$ cat config.mk
export PLATFORM = sky130hd
export DESIGN_NAME = headset_jack_and_button_detector_core
export DESIGN_NICKNAME = d
export VERILOG_FILES = /design/src/rtl/core/hjbd_pkg.sv /design/src/rtl/core/hjbd_classifier.sv /design/src/rtl/core/hjbd_state.sv /design/src/rtl/core/headset_jack_and_button_detector_core.sv
export VERILOG_INCLUDE_DIRS = /design/src /design/src/rtl/core
export SDC_FILE = /design/constraint.sdc
export NUM_CORES = 1
export LEC_CHECK = 0
export ABC_AREA = 0
export CAP_MARGIN = 20
export CORE_ASPECT_RATIO = 1.25
export CORE_MARGIN = 8
export CORE_UTILIZATION = 50
export CTS_CLUSTER_DIAMETER = 80
export CTS_CLUSTER_SIZE = 25
export DETAILED_ROUTE_END_ITERATION = 10
export DONT_BUFFER_PORTS = 1
export PLACE_DENSITY = 0.79
export REMOVE_ABC_BUFFERS = 1
export SLEW_MARGIN = 20
export SYNTH_ARGS = -nofsm -noshare
export SYNTH_HDL_FRONTEND = slang
export SYNTH_HIERARCHICAL = 1
export SYNTH_SLANG_ARGS = --single-unit
export TNS_END_PERCENT = 100
$ cat constraint.sdc
create_clock -name i_clk -period 2.8 [get_ports i_clk]
set_clock_uncertainty 0.2 [all_clocks]
set_input_delay 0.28 -clock i_clk [delete_from_list [all_inputs] [get_ports i_clk]]
set_output_delay 0.28 -clock i_clk [all_outputs]
set_load 0.01 [all_outputs]
$ cat src/rtl/core/headset_jack_and_button_detector_core_macros.svh
// Assertion macros used by the headset jack and button detector state RTL.
`ifndef HEADSET_JACK_AND_BUTTON_DETECTOR_CORE_MACROS_SVH
`define HEADSET_JACK_AND_BUTTON_DETECTOR_CORE_MACROS_SVH

// Same-cycle implication, disabled while reset is asserted.
`define HJBD_ASSERT_IMP(label, clk, rst_n, ante, cons) \
    label: assert property (@(posedge clk) disable iff (!(rst_n)) (ante) |-> (cons)) \
        else $error("hjbd check failed");

// Next-cycle implication, disabled while reset is asserted.
`define HJBD_ASSERT_NEXT(label, clk, rst_n, ante, cons) \
    label: assert property (@(posedge clk) disable iff (!(rst_n)) (ante) |=> (cons)) \
        else $error("hjbd check failed");

`endif

$ cat src/rtl/core/hjbd_pkg.sv
// Types and constants of the headset jack and button detector.
package hjbd_pkg;

    localparam int BTN_COUNT   = 4;
    localparam int NUM_THR     = BTN_COUNT + 1;
    localparam int MV_W        = 12;
    localparam int KEY_W       = 3;
    localparam int HELD_W      = BTN_COUNT;
    localparam int CFG_ADDR_W  = 3;
    localparam int S_TDATA_W   = 16;
    localparam int M_TDATA_W   = 8;

    localparam logic [KEY_W-1:0] KEY_NONE = 3'd4;

    localparam logic [1:0] KIND_NONE      = 2'd0;
    localparam logic [1:0] KIND_HEADPHONE = 2'd1;
    localparam logic [1:0] KIND_HEADSET   = 2'd2;

    localparam logic [1:0] AB_HEADPHONE = 2'd0;
    localparam logic [1:0] AB_HEADSET   = 2'd1;
    localparam logic [1:0] AB_INVALID   = 2'd2;
    localparam logic [1:0] AB_PLUGOUT   = 2'd3;

    localparam logic OP_JACK_PIN = 1'b0;
    localparam logic OP_DETECTOR = 1'b1;

    typedef struct packed {
        logic            op;
        logic            jack_pin;
        logic            uart_pin;
        logic [1:0]      ab_status;
        logic [MV_W-1:0] button_mv;
    } t_event;

    typedef struct packed {
        logic              report_valid;
        logic [1:0]        jack_kind;
        logic [HELD_W-1:0] buttons_held;
    } t_result;

endpackage

$ cat src/rtl/core/hjbd_classifier.sv
// Threshold register bank and button voltage classifier.
module hjbd_classifier (
    input  logic                             i_clk,
    input  logic                             i_rst_n,
    input  logic                             i_cfg_we,
    input  logic [hjbd_pkg::CFG_ADDR_W-1:0]  i_cfg_addr,
    input  logic [hjbd_pkg::MV_W-1:0]        i_cfg_wdata,
    input  logic [hjbd_pkg::MV_W-1:0]        i_mv,
    output logic [hjbd_pkg::KEY_W-1:0]       o_key
);
    import hjbd_pkg::*;

    logic [MV_W-1:0] r_thr [NUM_THR];

    always_ff @(posedge i_clk) begin
        if (!i_rst_n) begin
            for (int i = 0; i < NUM_THR; i++) begin
                r_thr[i] <= '0;
            end
        end else if (i_cfg_we && (32'(i_cfg_addr) < NUM_THR)) begin
            r_thr[i_cfg_addr] <= i_cfg_wdata;
        end
    end

    // Scan bands upward so the highest matching band wins; an empty band never matches.
    always_comb begin
        o_key = KEY_NONE;
        for (int i = 0; i < BTN_COUNT; i++) begin
            if ((i_mv < r_thr[i+1]) && (i_mv >= r_thr[i])) begin
                o_key = KEY_W'(i);
            end
        end
    end

endmodule

$ cat src/rtl/core/hjbd_state.sv
// Jack and button state update with the registered result.
`include "headset_jack_and_button_detector_core_macros.svh"

module hjbd_state (
    input  logic                       i_clk,
    input  logic                       i_rst_n,
    input  logic                       i_load,
    input  hjbd_pkg::t_event           i_ev,
    input  logic [hjbd_pkg::KEY_W-1:0] i_key,
    output hjbd_pkg::t_result          o_res
);
    import hjbd_pkg::*;

    logic              r_present, n_present;
    logic [1:0]        r_kind, n_kind;
    logic              r_en, n_en;
    logic [HELD_W-1:0] r_held, n_held;
    logic [KEY_W-1:0]  r_last, n_last;
    logic              n_report;
    t_result           r_res, n_res;

    always_comb begin
        n_present = r_present;
        n_kind    = r_kind;
        n_en      = r_en;
        n_held    = r_held;
        n_last    = r_last;
        n_report  = 1'b0;
        if (i_ev.op == OP_JACK_PIN) begin
            if (!i_ev.jack_pin) begin
                n_present = 1'b1;
            end else begin
                n_kind    = KIND_NONE;
                n_en      = 1'b0;
                n_held    = '0;
                n_present = 1'b0;
                n_report  = 1'b1;
            end
        end else begin
            if (!i_ev.uart_pin || i_ev.jack_pin) begin
                n_kind    = KIND_NONE;
                n_en      = 1'b0;
                n_held    = '0;
                n_present = 1'b0;
                n_report  = 1'b1;
            end else begin
                if (r_en) begin
                    // release drops the last key's bit, a press from no key sets it
                    if ((i_key == KEY_NONE) && (r_last != KEY_NONE)) begin
                        n_held = r_held & ~(HELD_W'(1) << r_last[1:0]);
                    end else if ((r_last == KEY_NONE) && (i_key != KEY_NONE)) begin
                        n_held = r_held | (HELD_W'(1) << i_key[1:0]);
                    end
                    n_last = i_key;
                end else begin
                    unique case (i_ev.ab_status)
                        AB_PLUGOUT: begin
                            if ((r_kind != KIND_NONE) || !r_present) begin
                                n_kind = KIND_NONE;
                                n_held = '0;
                                n_en   = 1'b0;
                            end
                        end
                        AB_HEADPHONE: begin
                            if ((r_kind == KIND_NONE) && r_present) begin
                                n_kind = KIND_HEADPHONE;
                            end
                        end
                        AB_HEADSET: begin
                            if ((r_kind == KIND_NONE) && r_present) begin
                                n_kind = KIND_HEADSET;
                                n_en   = 1'b1;
                                n_held = '0;
                            end
                        end
                        AB_INVALID: begin
                        end
                    endcase
                end
                n_report = r_present;
            end
        end
        n_res.report_valid = n_report;
        n_res.jack_kind    = n_report ? n_kind : KIND_NONE;
        n_res.buttons_held = n_report ? n_held : '0;
    end

    always_ff @(posedge i_clk) begin
        if (!i_rst_n) begin
            r_present <= 1'b0;
            r_kind    <= KIND_NONE;
            r_en      <= 1'b0;
            r_held    <= '0;
            r_last    <= KEY_NONE;
        end else if (i_load) begin
            r_present <= n_present;
            r_kind    <= n_kind;
            r_en      <= n_en;
            r_held    <= n_held;
            r_last    <= n_last;
        end
    end

    always_ff @(posedge i_clk) begin
        if (i_load) begin
            r_res <= n_res;
        end
    end

    assign o_res = r_res;

    `HJBD_ASSERT_IMP(a_held_needs_buttons, i_clk, i_rst_n, r_held != '0, r_en)
    `HJBD_ASSERT_IMP(a_buttons_need_headset, i_clk, i_rst_n, r_en, r_kind == KIND_HEADSET)
    `HJBD_ASSERT_IMP(a_kind_needs_jack, i_clk, i_rst_n, r_kind != KIND_NONE, r_present)
    `HJBD_ASSERT_NEXT(a_insert_sets_jack, i_clk, i_rst_n,
        i_load && (i_ev.op == OP_JACK_PIN) && !i_ev.jack_pin, r_present)

endmodule

$ cat src/rtl/core/headset_jack_and_button_detector_core.sv
// Top level of the headset jack and button detector: stream ports and pipeline control.
// An accepted input beat reaches the master side through the input and result registers.
// Throughput: one beat per cycle while the master side does not stall; the input register
// and the result register form a two-stage pipeline, and the single state update per beat sets the rate.
// Reset (synchronous, active low) clears thresholds, jack state and both valid flags;
// last_key resets to no key.
module headset_jack_and_button_detector_core (
    input  logic                             i_clk,
    input  logic                             i_rst_n,
    // configuration write port: index 0..4 selects threshold_0..threshold_4
    input  logic                             i_cfg_we,
    input  logic [hjbd_pkg::CFG_ADDR_W-1:0]  i_cfg_addr,
    input  logic [hjbd_pkg::MV_W-1:0]        i_cfg_wdata,
    // event stream in
    input  logic                             i_s_tvalid,
    output logic                             o_s_tready,
    input  logic [hjbd_pkg::S_TDATA_W-1:0]   i_s_tdata,  // jack_pin, uart_pin, ab_status[1:0], button_mv[11:0]
    input  logic                             i_s_tuser,  // operation
    // report stream out
    output logic                             o_m_tvalid,
    input  logic                             i_m_tready,
    output logic [hjbd_pkg::M_TDATA_W-1:0]   o_m_tdata,  // jack_kind[1:0], buttons_held[3:0], zero pad
    output logic                             o_m_tuser   // report_valid
);
    import hjbd_pkg::*;

    logic             r_in_valid;
    t_event           r_ev;
    logic             r_out_valid;
    logic             w_adv;
    logic [KEY_W-1:0] w_key;
    t_result          w_res;

    // Advance the input stage whenever the result register is free or being drained.
    assign w_adv      = r_in_valid && (!r_out_valid || i_m_tready);
    assign o_s_tready = !r_in_valid || w_adv;

    always_ff @(posedge i_clk) begin
        if (!i_rst_n) begin
            r_in_valid  <= 1'b0;
            r_out_valid <= 1'b0;
        end else begin
            if (o_s_tready) begin
                r_in_valid <= i_s_tvalid;
            end
            if (w_adv) begin
                r_out_valid <= 1'b1;
            end else if (i_m_tready) begin
                r_out_valid <= 1'b0;
            end
        end
    end

    // Capture the beat payload; hold it while the stage is stalled.
    always_ff @(posedge i_clk) begin
        if (o_s_tready && i_s_tvalid) begin
            r_ev.op        <= i_s_tuser;
            r_ev.jack_pin  <= i_s_tdata[0];
            r_ev.uart_pin  <= i_s_tdata[1];
            r_ev.ab_status <= i_s_tdata[3:2];
            r_ev.button_mv <= i_s_tdata[15:4];
        end
    end

    hjbd_classifier u_classifier (
        .i_clk       (i_clk),
        .i_rst_n     (i_rst_n),
        .i_cfg_we    (i_cfg_we),
        .i_cfg_addr  (i_cfg_addr),
        .i_cfg_wdata (i_cfg_wdata),
        .i_mv        (r_ev.button_mv),
        .o_key       (w_key)
    );

    hjbd_state u_state (
        .i_clk   (i_clk),
        .i_rst_n (i_rst_n),
        .i_load  (w_adv),
        .i_ev    (r_ev),
        .i_key   (w_key),
        .o_res   (w_res)
    );

    assign o_m_tvalid = r_out_valid;
    assign o_m_tuser  = w_res.report_valid;
    assign o_m_tdata  = {(M_TDATA_W - HELD_W - 2)'(0), w_res.buttons_held, w_res.jack_kind};

endmodule
==> metrics.md, run 1 <==
| Metric | Value |
|---|---|
| Fin nets | 676 |
| Setup TNS | -3029 ps |
| Failing checks | hold timing, setup timing |
| Crit. End Element | register |
| Fin area | 7318 um2 |
| Final wirelength | 15280 um |
| Worst-path maximum fanout | 3 |
| WS Path Type | register to register |
| Yosys top cell by area | edfxtp_1 |
| Skew-Pair Late Insertion Delay | 340 ps |
| Post-synth top area share | 46.24% |
| Pwr/cell area | 502.6 nW/um2 |
| Initial core utilization | 51.39% |
| DR WL/cell | 21.31 um |
| CTS Hold Bufs | 38 |
| Mapped Cells | 481 |
| Least-Margin Pin Slew | 713.2 ps |
| Final core occ | 68.94% |
| Clock root buffer | clkbuf_16 |
| Hpwl dp | 9039 um |
| Via Count | 4163 |
| # rows | 42 |
| Die height | 132.8 um |
| CTS tree | done |
| Synth top area cells | edfxtp_1 (46%), ha_1 (14%), and2_1 (6.9%) |
| Final worst setup slack | -456.4 ps |
| Largest family of logic cells by synthesized area | simple AND/OR/NAND/NOR gates |
| Io pins | 48 |
| GR Util All Layers | 20.07% |
| Number of synthesized flops with an enable pin | 84 |
| Hold Crit Class | primary input to register |
| Seq cells post-synth | 97 |
| Die W | 109.4 um |
| Leak pwr | 2.998 nW |
| Post-route insts no fill | 717 |
| Syn. warnings | 6 |
| CTS Sinks | 97 |
| Multi-input gate area | 2962 um2 |
| Filler cells | 675 |
| Xor/xnor share of the synthesized area | 0% |
| Count of different cell masters after synthesis | 60 |
| Critical Path RT | 2840 ps |
| Max VDD drop | 0.0004039 V |
| Outcome | complete, but fails checks |
| Tcrit/Tclk final | 116.3% |
| Max-Cap Viols | 0 |
| Mapped Area | 5455 um2 |
| Top FF cell, synth | edfxtp_1 |
| Fraction of layout cells with a size suffix above 1 | 28.03% |
| Port Buffer Count | 0 |
| Simple-Gate Fraction of Synth Area | 18.39% |
| Die Area | 14530 um2 |
| RSZ-0062 raised after global routing | yes |
| Worst slack at placement | -521.9 ps |
| Critical path startpoint category | register |
| Worst-path clk slew | 70 ps |
| H-Tree Depth | 3 |
| Ys async rst share | 0% |
| Compound-cell area share of the yosys netlist | 10.87% |
| Inserted Clock Buffers | 9 |
| DR iter-0 viols | 312 |
| Post-Synth Adder-Cell Area | 13.53% |
| Fmax | 0.3071 GHz |
| Drt pass-1 iters | 5 |
| Global-route wire length before repair | 22720 um |
| DRC Markers | 0 |
| Diode count | 0 |
| Largest net degree at the start of global routing | 22 |
| Syn avg cell area | 11.34 um2 |
| Sequential fraction of the synthesis area | 51.01% |
| CTS Buffer Depth | 2 |
| Grt total ovfl | 0 |
| Final setup fails | 8 |
| CORE AREA | 10620 um2 |
| Vias/cell | 5.806 |
| Post-route ant nets | 0 |
| Slew Limit Fails | 0 |
| Routability cong. | 0.9207 |
| Area grow syn2layout | 34.15% |
| Worst EP arrival | 3290 ps |
| Flip-flop and latch area | 2783 um2 |
| Worst hold margin | -156.1 ps |
| Vias in the first global route | 4388 |
| Final Critical Period | 3256 ps |
| Initial antenna violation count | 0 |
| Mux share of post-synthesis cell area | 0.6193% |
| Placed Area | 5842 um2 |
| Relative slew margins | 52.46% |
| Placed instance count | 641 |
| Hold Violations, Final | 4 |
-- cell usage in the layout, fill, tap and decap left out, drive strengths merged, types with 4 or more instances in the layout --
| master | netlist | routed |
|---|---|---|
| edfxtp | 84 | 84 |
| inv | 63 | 66 |
| and2 | 60 | 60 |
| buf | 5 | 59 |
| ha | 59 | 59 |
| dlygate4sd3 | 0 | 38 |
| a21oi | 25 | 25 |
| nand2 | 18 | 18 |
| nor2 | 15 | 15 |
| o21ai | 15 | 15 |
| dfxtp | 13 | 13 |
| nand4 | 10 | 10 |
| nand2b | 10 | 10 |
| nor2b | 10 | 10 |
| clkbuf | 5 | 9 |
| nand3 | 9 | 9 |
| a211oi | 9 | 9 |
| a21o | 7 | 7 |
| nor3 | 7 | 7 |
| o211ai | 5 | 5 |
| a22oi | 4 | 4 |
| nor4 | 4 | 4 |
-- timing repair --
action,4_1_cts,5_1_grt
pin swaps,40,16
setup buffers,15,9
endpoints found under the hold margin,90,4
resized for setup,81,22
endpoints found under the setup margin,9,9
-- worst max-delay path, stage by stage, from the launching register on --
cell and delay (ps):
edfxtp_1 500, buf_4 190, buf_4 130, ha_4 260, nand2_2 70, o21ai_0 200
a21oi_1 80, o21ai_2 180, o22ai_2 140, a211oi_2 190, buf_4 160, nand4b_1 150
buf_4 190, nor3_4 220, nor2_1 70, a31o_1 220
-- kinds of logic (layout without fill, tap and decap cells) --
| kind of cell | Yosys count | after routing |
|---|---|---|
| flops | 97 | 97 |
| fa+ha+maj | 59 | 59 |
| compound gates | 86 | 86 |
| mux | 3 | 3 |
| simple gates | 162 | 162 |
| buf+inv | 73 | 176 |
| other cells | 1 | 2 |
-- where the power goes --
| group | internal [mW] | leakage (nW) | total (mW) | switching [mW] |
|---|---|---|---|---|
| combinational | 0.358 | 1.93 | 0.721 | 0.363 |
| clock | 0.703 | 0.150 | 1.26 | 0.556 |
| sequential | 1.65 | 0.914 | 1.70 | 0.0482 |
| total | 2.71 | 3.00 | 3.68 | 0.967 |
-- layout make-up --
class / count / share of cell area (%)
Multi-Input combinational cell: 312 / 40.47
Sequential cell: 97 / 38.02
Timing Repair Buffer: 97 / 11.87
Inverter: 63 / 3.266
Clock buffer: 9 / 3.077
Tap cell: 132 / 2.257
Clock inverter: 7 / 1.043
-- path summary, 6_finish.rpt --
kind,from,endpoint,slack [ps],cells after the start
setup / recovery,r_ev[7],u_state/r_held[2],-460,15
hold / removal,i_rst_n,u_state/r_last[2],-160,1
setup reg to reg,r_ev[7],u_state/r_held[2],-460,15
hold reg to reg,u_state/r_held[3],u_state/r_held[3],310,2
-- stage by stage --
step / hold WS (ps) / total power [mW]
detailed placement: 178.9 / 2.150
global route: -166.5 / 3.808
CTS: -162.9 / 3.568
floorplan: 168.9 / 1.990
global placement: 179.0 / 2.127
finish: -156.1 / 3.678
-- synth_stat cells (all sizes together) (3+ instances only) --
cell / n
edfxtp: 84
inv: 63
a211oi: 9
and2: 60
nand2b: 10
buf: 5
nand4: 10
a21o: 7
a21oi: 25
o21a: 3
nor2: 15
nand3: 9
a22oi: 4
clkbuf: 5
nor4b: 3
nor2b: 10
ha: 59
nand2: 18
o211ai: 5
mux2i: 3
o21ai: 15
nor4: 4
nor3: 7
dfxtp: 13
o31ai: 3
-- sequential cells by signal (all words and copies together) (netlist names) --
register,flops
o_m_tvalid,1
r_ev,17
r_in_valid,1
u_classifier/r_thr,60
u_state/o_res,7
u_state/r_en,1
u_state/r_held,4
u_state/r_kind,2
u_state/r_last,3
u_state/r_present,1
-- metal layers --
metal | part of all wire [%] | routed length, um | track usage, % | up-vias
li1 | - | - | - | 1923
met1 | 37 | 5655 | 21.28 | 2062
met2 | 56 | 8487 | 36.87 | 146
met3 | 4.6 | 703 | 3.207 | 32
met4 | 2.8 | 434 | 9.556 | 0
met5 | 0 | 0 | 0 | -
Power figures use the tool's default switching activity.
==> inputs of run 2 (changes only) <==
--- a/config.mk
+++ b/config.mk
@@ -10,5 +10,6 @@
 export CAP_MARGIN = 20
-export CORE_ASPECT_RATIO = 1.25
+export CORE_ASPECT_RATIO = 1.2
 export CORE_MARGIN = 8
 export CORE_UTILIZATION = 50
+export CTS_BUF_LIST = sky130_fd_sc_hd__clkbuf_4 sky130_fd_sc_hd__clkbuf_8
 export CTS_CLUSTER_DIAMETER = 80
==> constraint.sdc (replaced) <==
create_clock -name i_clk -period 2.8 [get_ports i_clk]
set_clock_uncertainty 0.2 [all_clocks]
set_input_delay 0.56 -clock i_clk [delete_from_list [all_inputs] [get_ports i_clk]]
set_output_delay 0.56 -clock i_clk [all_outputs]
set_load 0.01 [all_outputs]
==> metrics.md, run 2 (synthesis results as in run 1) <==
| Metric | Value |
|---|---|
| Outcome | complete, but fails checks |
| Failing checks | setup timing |
| CTS Sinks | 97 |
| Inserted Clock Buffers | 9 |
| Grt total ovfl | 0 |
| Fin nets | 630 |
| WS Path Type | register to register |
| CORE AREA | 10830 um2 |
| Critical Path RT | 2860 ps |
| Vias/cell | 5.820 |
| Leak pwr | 2.735 nW |
| Relative slew margins | 51.82% |
| H-Tree Depth | 3 |
| GR Util All Layers | 17.52% |
| Via Count | 3911 |
| Final wirelength | 13220 um |
| Worst-path clk slew | 100 ps |
| Hold Violations, Final | 0 |
| Final worst setup slack | -425.8 ps |
| CP dominant cell by count | buf_4 |
| Tcrit/Tclk final | 115.2% |
| RSZ-0062 raised after global routing | yes |
| Post-route ant nets | 0 |
| Final setup fails | 8 |
| Routability cong. | 0.8717 |
| Hold Crit Class | primary input to register |
| Placed Area | 5827 um2 |
| Drt pass-1 iters | 4 |
| Die W | 111.4 um |
| DRC Markers | 0 |
| Crit. End Element | register |
| Initial core utilization | 50.39% |
| Max incr delay on CP | 480 ps |
| Max reg flops | 60 |
| Io pins | 48 |
| Pwr/cell area | 490.5 nW/um2 |
| Global-route wire length before repair | 19960 um |
| Largest Register | u_classifier/r_thr |
| DR iter-0 viols | 198 |
| CTS tree | done |
| DR WL/cell | 19.68 um |
| Slew Limit Fails | 0 |
| Fmax | 0.3100 GHz |
| Worst path slowest cell | edfxtp_1 |
| Port Buffer Count | 0 |
| Skew-Pair Late Insertion Delay | 370 ps |
| Max-Cap Viols | 0 |
| Hpwl dp | 8890 um |
| Least-Margin Pin Slew | 720.0 ps |
| Largest net degree at the start of global routing | 22 |
| CP cell instances | ha_4 > a21oi_2 > o21ai_2 > a221oi_2 > buf_4 > buf_4 > nand3_2 > or2_4 > o2bb2ai_4 > nand2b_4 > nor4_4 > nor2_1 > a31o_2 |
| Vias in the first global route | 4006 |
| CTS Hold Bufs | 0 |
| Critical path buffer and inverter count | 2 |
| Clock root buffer | clkbuf_8 |
| Initial antenna violation count | 1 |
| # rows | 42 |
| Area grow syn2layout | 20.96% |
| Critical path startpoint category | register |
| Fraction of layout cells with a size suffix above 1 | 24.86% |
| Final Critical Period | 3226 ps |
| Cell family with most CP delay | compound AO/OA/AOI/OAI gates |
| Worst-path maximum fanout | 6 |
| Max VDD drop | 0.0002853 V |
| Die Area | 14520 um2 |
| Commonest cells after routing, fill and taps aside | edfxtp_1 (84), inv_1 (63), and2_1 (60) |
| CTS Buffer Depth | 2 |
| Overall Power | 3.237 mW |
| Die height | 130.4 um |
| Worst EP arrival | 3280 ps |
| Fin area | 6599 um2 |
| Most common cell after layout, fill and taps aside | edfxtp_1 |
==> run 2: cell count changes in the layout (fill, tap and decap cells not counted), moves of 3 or more <==
cell and delta:
buf_4 -3, buf_6 -5, clkbuf_16 -9, clkbuf_8 +9
dlygate4sd3_1 -38, ha_1 +8, ha_4 -8
==> run 2: layer usage <==
| metal | vias to the layer above | wire [um] | GRT usage, % |
|---|---|---|---|
| met4 | 0 | 624 | 12.65 |
| met3 | 41 | 691 | 4.110 |
| met2 | 136 | 6879 | 31.52 |
| met1 | 1904 | 5026 | 17.66 |
| met5 | - | 0 | 0 |
| li1 | 1830 | - | - |
==> run 2: worst register-to-register path, cell delays in order (launching register included) <==
cell       delay (ps)
edfxtp_1          480
ha_4              290
a21oi_2           140
o21ai_2            90
a221oi_2          340
buf_4             160
buf_4             100
nand3_2            70
or2_4             250
o2bb2ai_4         160
nand2b_4          170
nor4_4            340
nor2_1            100
a31o_2            250
==> run 2: power breakdown <==
group / leakage (nW) / switching, mW / internal, mW
combinational: 1.72 / 0.321 / 0.303
clock: 0.0997 / 0.492 / 0.428
sequential: 0.914 / 0.0428 / 1.65
total: 2.74 / 0.856 / 2.38
==> run 2: worst paths after layout <==
path                       endpoint  cells after the start  slack (ps)              start
setup / recovery  u_state/r_held[1]                     13        -430            r_ev[5]
hold / removal              r_ev[3]                      0          80       i_s_tdata[7]
setup reg to reg  u_state/r_held[1]                     13        -430            r_ev[5]
hold reg to reg   u_state/r_held[3]                      2         270  u_state/r_held[3]
==> run 2: final cells by class <==
class                      instances  area [um2]
clock buffer                      10       131.4
clock inverter                     6       66.31
multi-input combinational        312        2805
tap                              132       165.2
antenna                            1       2.502
sequential                        97        2783
fill                             792        4227
timing repair buffer              51       409.1
inverter                          63       236.5
==> run 2: timing repair <==
action,4_1_cts,5_1_grt
setup endpoints to repair,9,9
resized for setup,42,29
pin swaps,21,24
setup buffers,9,8
cloned,0,0
==> run 2: metrics by stage <==
stage	utilization, %	instances	worst slack (ps)	hold WS, ps	setup TNS [ps]
floorplan	-	472	-247.4	229.1	-1338
global placement	53.83	639	-337.9	241.4	-2056
detailed placement	53.83	639	-476.2	245.4	-3125
CTS	58.61	664	-262.5	62.15	-1768
global route	60.96	672	-498.4	59.45	-3696
finish	60.96	672	-425.8	80.84	-2812
==> inputs of run 3 (changes only) <==
PLACE_DENSITY = 0.68   (was 0.79)
==> metrics.md, run 3 (synthesis results as in run 1) <==
| Metric | Value |
|---|---|
| Overall Power | 3.140 mW |
| Vias/cell | 5.582 |
| Max-Cap Viols | 0 |
| Worst-path maximum fanout | 6 |
| Least-Margin Pin Slew | 636.5 ps |
| Final worst setup slack | -281.7 ps |
| Clock root buffer | clkbuf_8 |
| Fraction of layout cells with a size suffix above 1 | 22.47% |
| Drt pass-1 iters | 4 |
| Crit. End Element | register |
| # rows | 42 |
| Tcrit/Tclk final | 110.1% |
| Die Area | 14520 um2 |
| DRC Markers | 0 |
| Final setup fails | 8 |
| CTS Sinks | 97 |
| Largest net degree at the start of global routing | 22 |
| Fmax | 0.3245 GHz |
| Worst EP arrival | 3150 ps |
| CORE AREA | 10830 um2 |
| Filler cells | 882 |
| FF-to-FF setup slack | -280 ps |
| Area grow syn2layout | 18.28% |
| CTS tree | done |
| Io pins | 48 |
| Inserted Clock Buffers | 9 |
| Final wirelength | 12060 um |
| Via Count | 3768 |
| Worst-path clk slew | 100 ps |
| Worst-case reg-to-reg path depth | 13 |
| Placed instance count | 646 |
| Hold Crit Class | primary input to register |
| CP endpoint | u_state/r_held[1] |
| Critical path startpoint category | register |
| Die height | 130.4 um |
| Pwr/cell area | 486.6 nW/um2 |
| Fin nets | 635 |
| DR iter-0 viols | 193 |
| Initial antenna violation count | 1 |
| Reg-to-Reg Start | r_ev[5] |
| Post-route ant nets | 0 |
| RSZ-0062 raised after global routing | yes |
| Hold Path Depth | 0 |
| Launch point of the worst path | r_ev[5] |
| Slew Limit Fails | 0 |
| RR Endpoint | u_state/r_held[1] |
| Die W | 111.4 um |
| DR WL/cell | 17.87 um |
| Failing checks | setup timing |
| Most common cell after layout, fill and taps aside | edfxtp_1 |
| CTS Buffer Depth | 2 |
| Largest Register | u_classifier/r_thr |
| Commonest cells after routing, fill and taps aside | edfxtp_1 (84), inv_1 (63), and2_1 (60) |
| Hold Violations, Final | 0 |
| Routability cong. | 0.8640 |
| Relative slew margins | 57.57% |
| Max VDD drop | 0.0003033 V |
| Skew-Pair Late Insertion Delay | 360 ps |
| Initial core utilization | 50.39% |
| Critical Path RT | 2860 ps |
| Grt total ovfl | 0 |
| Hpwl dp | 8918 um |
| Post-route insts no fill | 675 |
| Vias in the first global route | 3828 |
| GR Util All Layers | 16.63% |
| Max reg flops | 60 |
| Outcome | complete, but fails checks |
| H-Tree Depth | 3 |
| Leak pwr | 2.727 nW |
| Diode count | 0 |
| Global-route wire length before repair | 18920 um |
| Final Critical Period | 3082 ps |
| WS Path Type | register to register |
| Port Buffer Count | 0 |
[run 3: changes by cell type in the layout (fill, tap and decap cells not counted), moves of 2 or more]
| cell | before | now |
|---|---|---|
| nand2_1 | 16 | 18 |
| ha_1 | 42 | 50 |
| buf_6 | 7 | 4 |
| ha_4 | 17 | 9 |
| nand2_2 | 2 | 0 |
| a21oi_2 | 10 | 6 |
| buf_4 | 44 | 52 |
| a21oi_1 | 15 | 18 |
[run 3: critical path: stages (launching register included)]
cell and delay (ps):
edfxtp_1 420, buf_4 160, ha_4 220, a21oi_4 150
o21ai_2 80, a221oi_2 310, buf_4 160, nand3_2 70
or2_4 250, o2bb2ai_4 140, nand2b_4 170, nor4_4 330
nor2_1 80, a31o_2 240
[run 3: how the worst min path moves through the flow]
| stage | end | from |
|---|---|---|
| after floorplan | u_state/r_held[3] | u_state/r_held[3] |
| after detailed placement | u_state/r_held[3] | u_state/r_held[3] |
| after global placement | u_state/r_held[3] | u_state/r_held[3] |
| final | r_ev[5] | i_s_tdata[9] |
| after CTS | r_ev[6] | i_s_tdata[10] |
| after global routing | r_ev[11] | i_s_tdata[15] |
[run 3: report_power, final]
group          total, mW  internal [mW]  switching, mW  leakage [nW]
Clock              0.902          0.412          0.490        0.0898
Combinational      0.553          0.269          0.284          1.72
Sequential          1.68           1.65         0.0362         0.914
[run 3: area by class of cell]
cell class	count	area, um2	area share [%]
clock buffer	9	123.9	1.920
sequential	97	2783	43.13
timing repair buffer	56	435.4	6.748
inverter	63	236.5	3.665
clock inverter	6	66.31	1.028
multi-input combinational	312	2643	40.95
tap	132	165.2	2.560
[run 3: per-stage QoR]
step                TNS [ps]  cell area (um2)  setup WS (ps)  utilization [%]  hold WS (ps)
finish                 -1783             6452         -281.7            59.60         90.46
global route           -2743             6452         -407.1            59.60         54.77
CTS                    -1218             6331         -207.6            58.48         68.55
detailed placement     -2668             5879         -404.2            54.31         249.9
global placement       -2250             5879         -350.5            54.31         239.9
floorplan              -1338             5395         -247.4                -         229.1
[run 3: timing repair]
item	4_1_cts	5_1_grt
pin swaps	28	8
gates resized for setup	34	13
endpoints found under the setup margin	8	9
hold buffers	0	0
hold endpoints to repair	0	0
setup buffers	8	6
[run 3: per-layer routing]
layer,track usage [%],share of wire [%],vias to the layer above
met4,7.620,2.9,2
met3,4.384,4.8,28
met1,17.58,40,1807
met5,0,0.11,-
li1,-,-,1841
met2,30.51,52,90
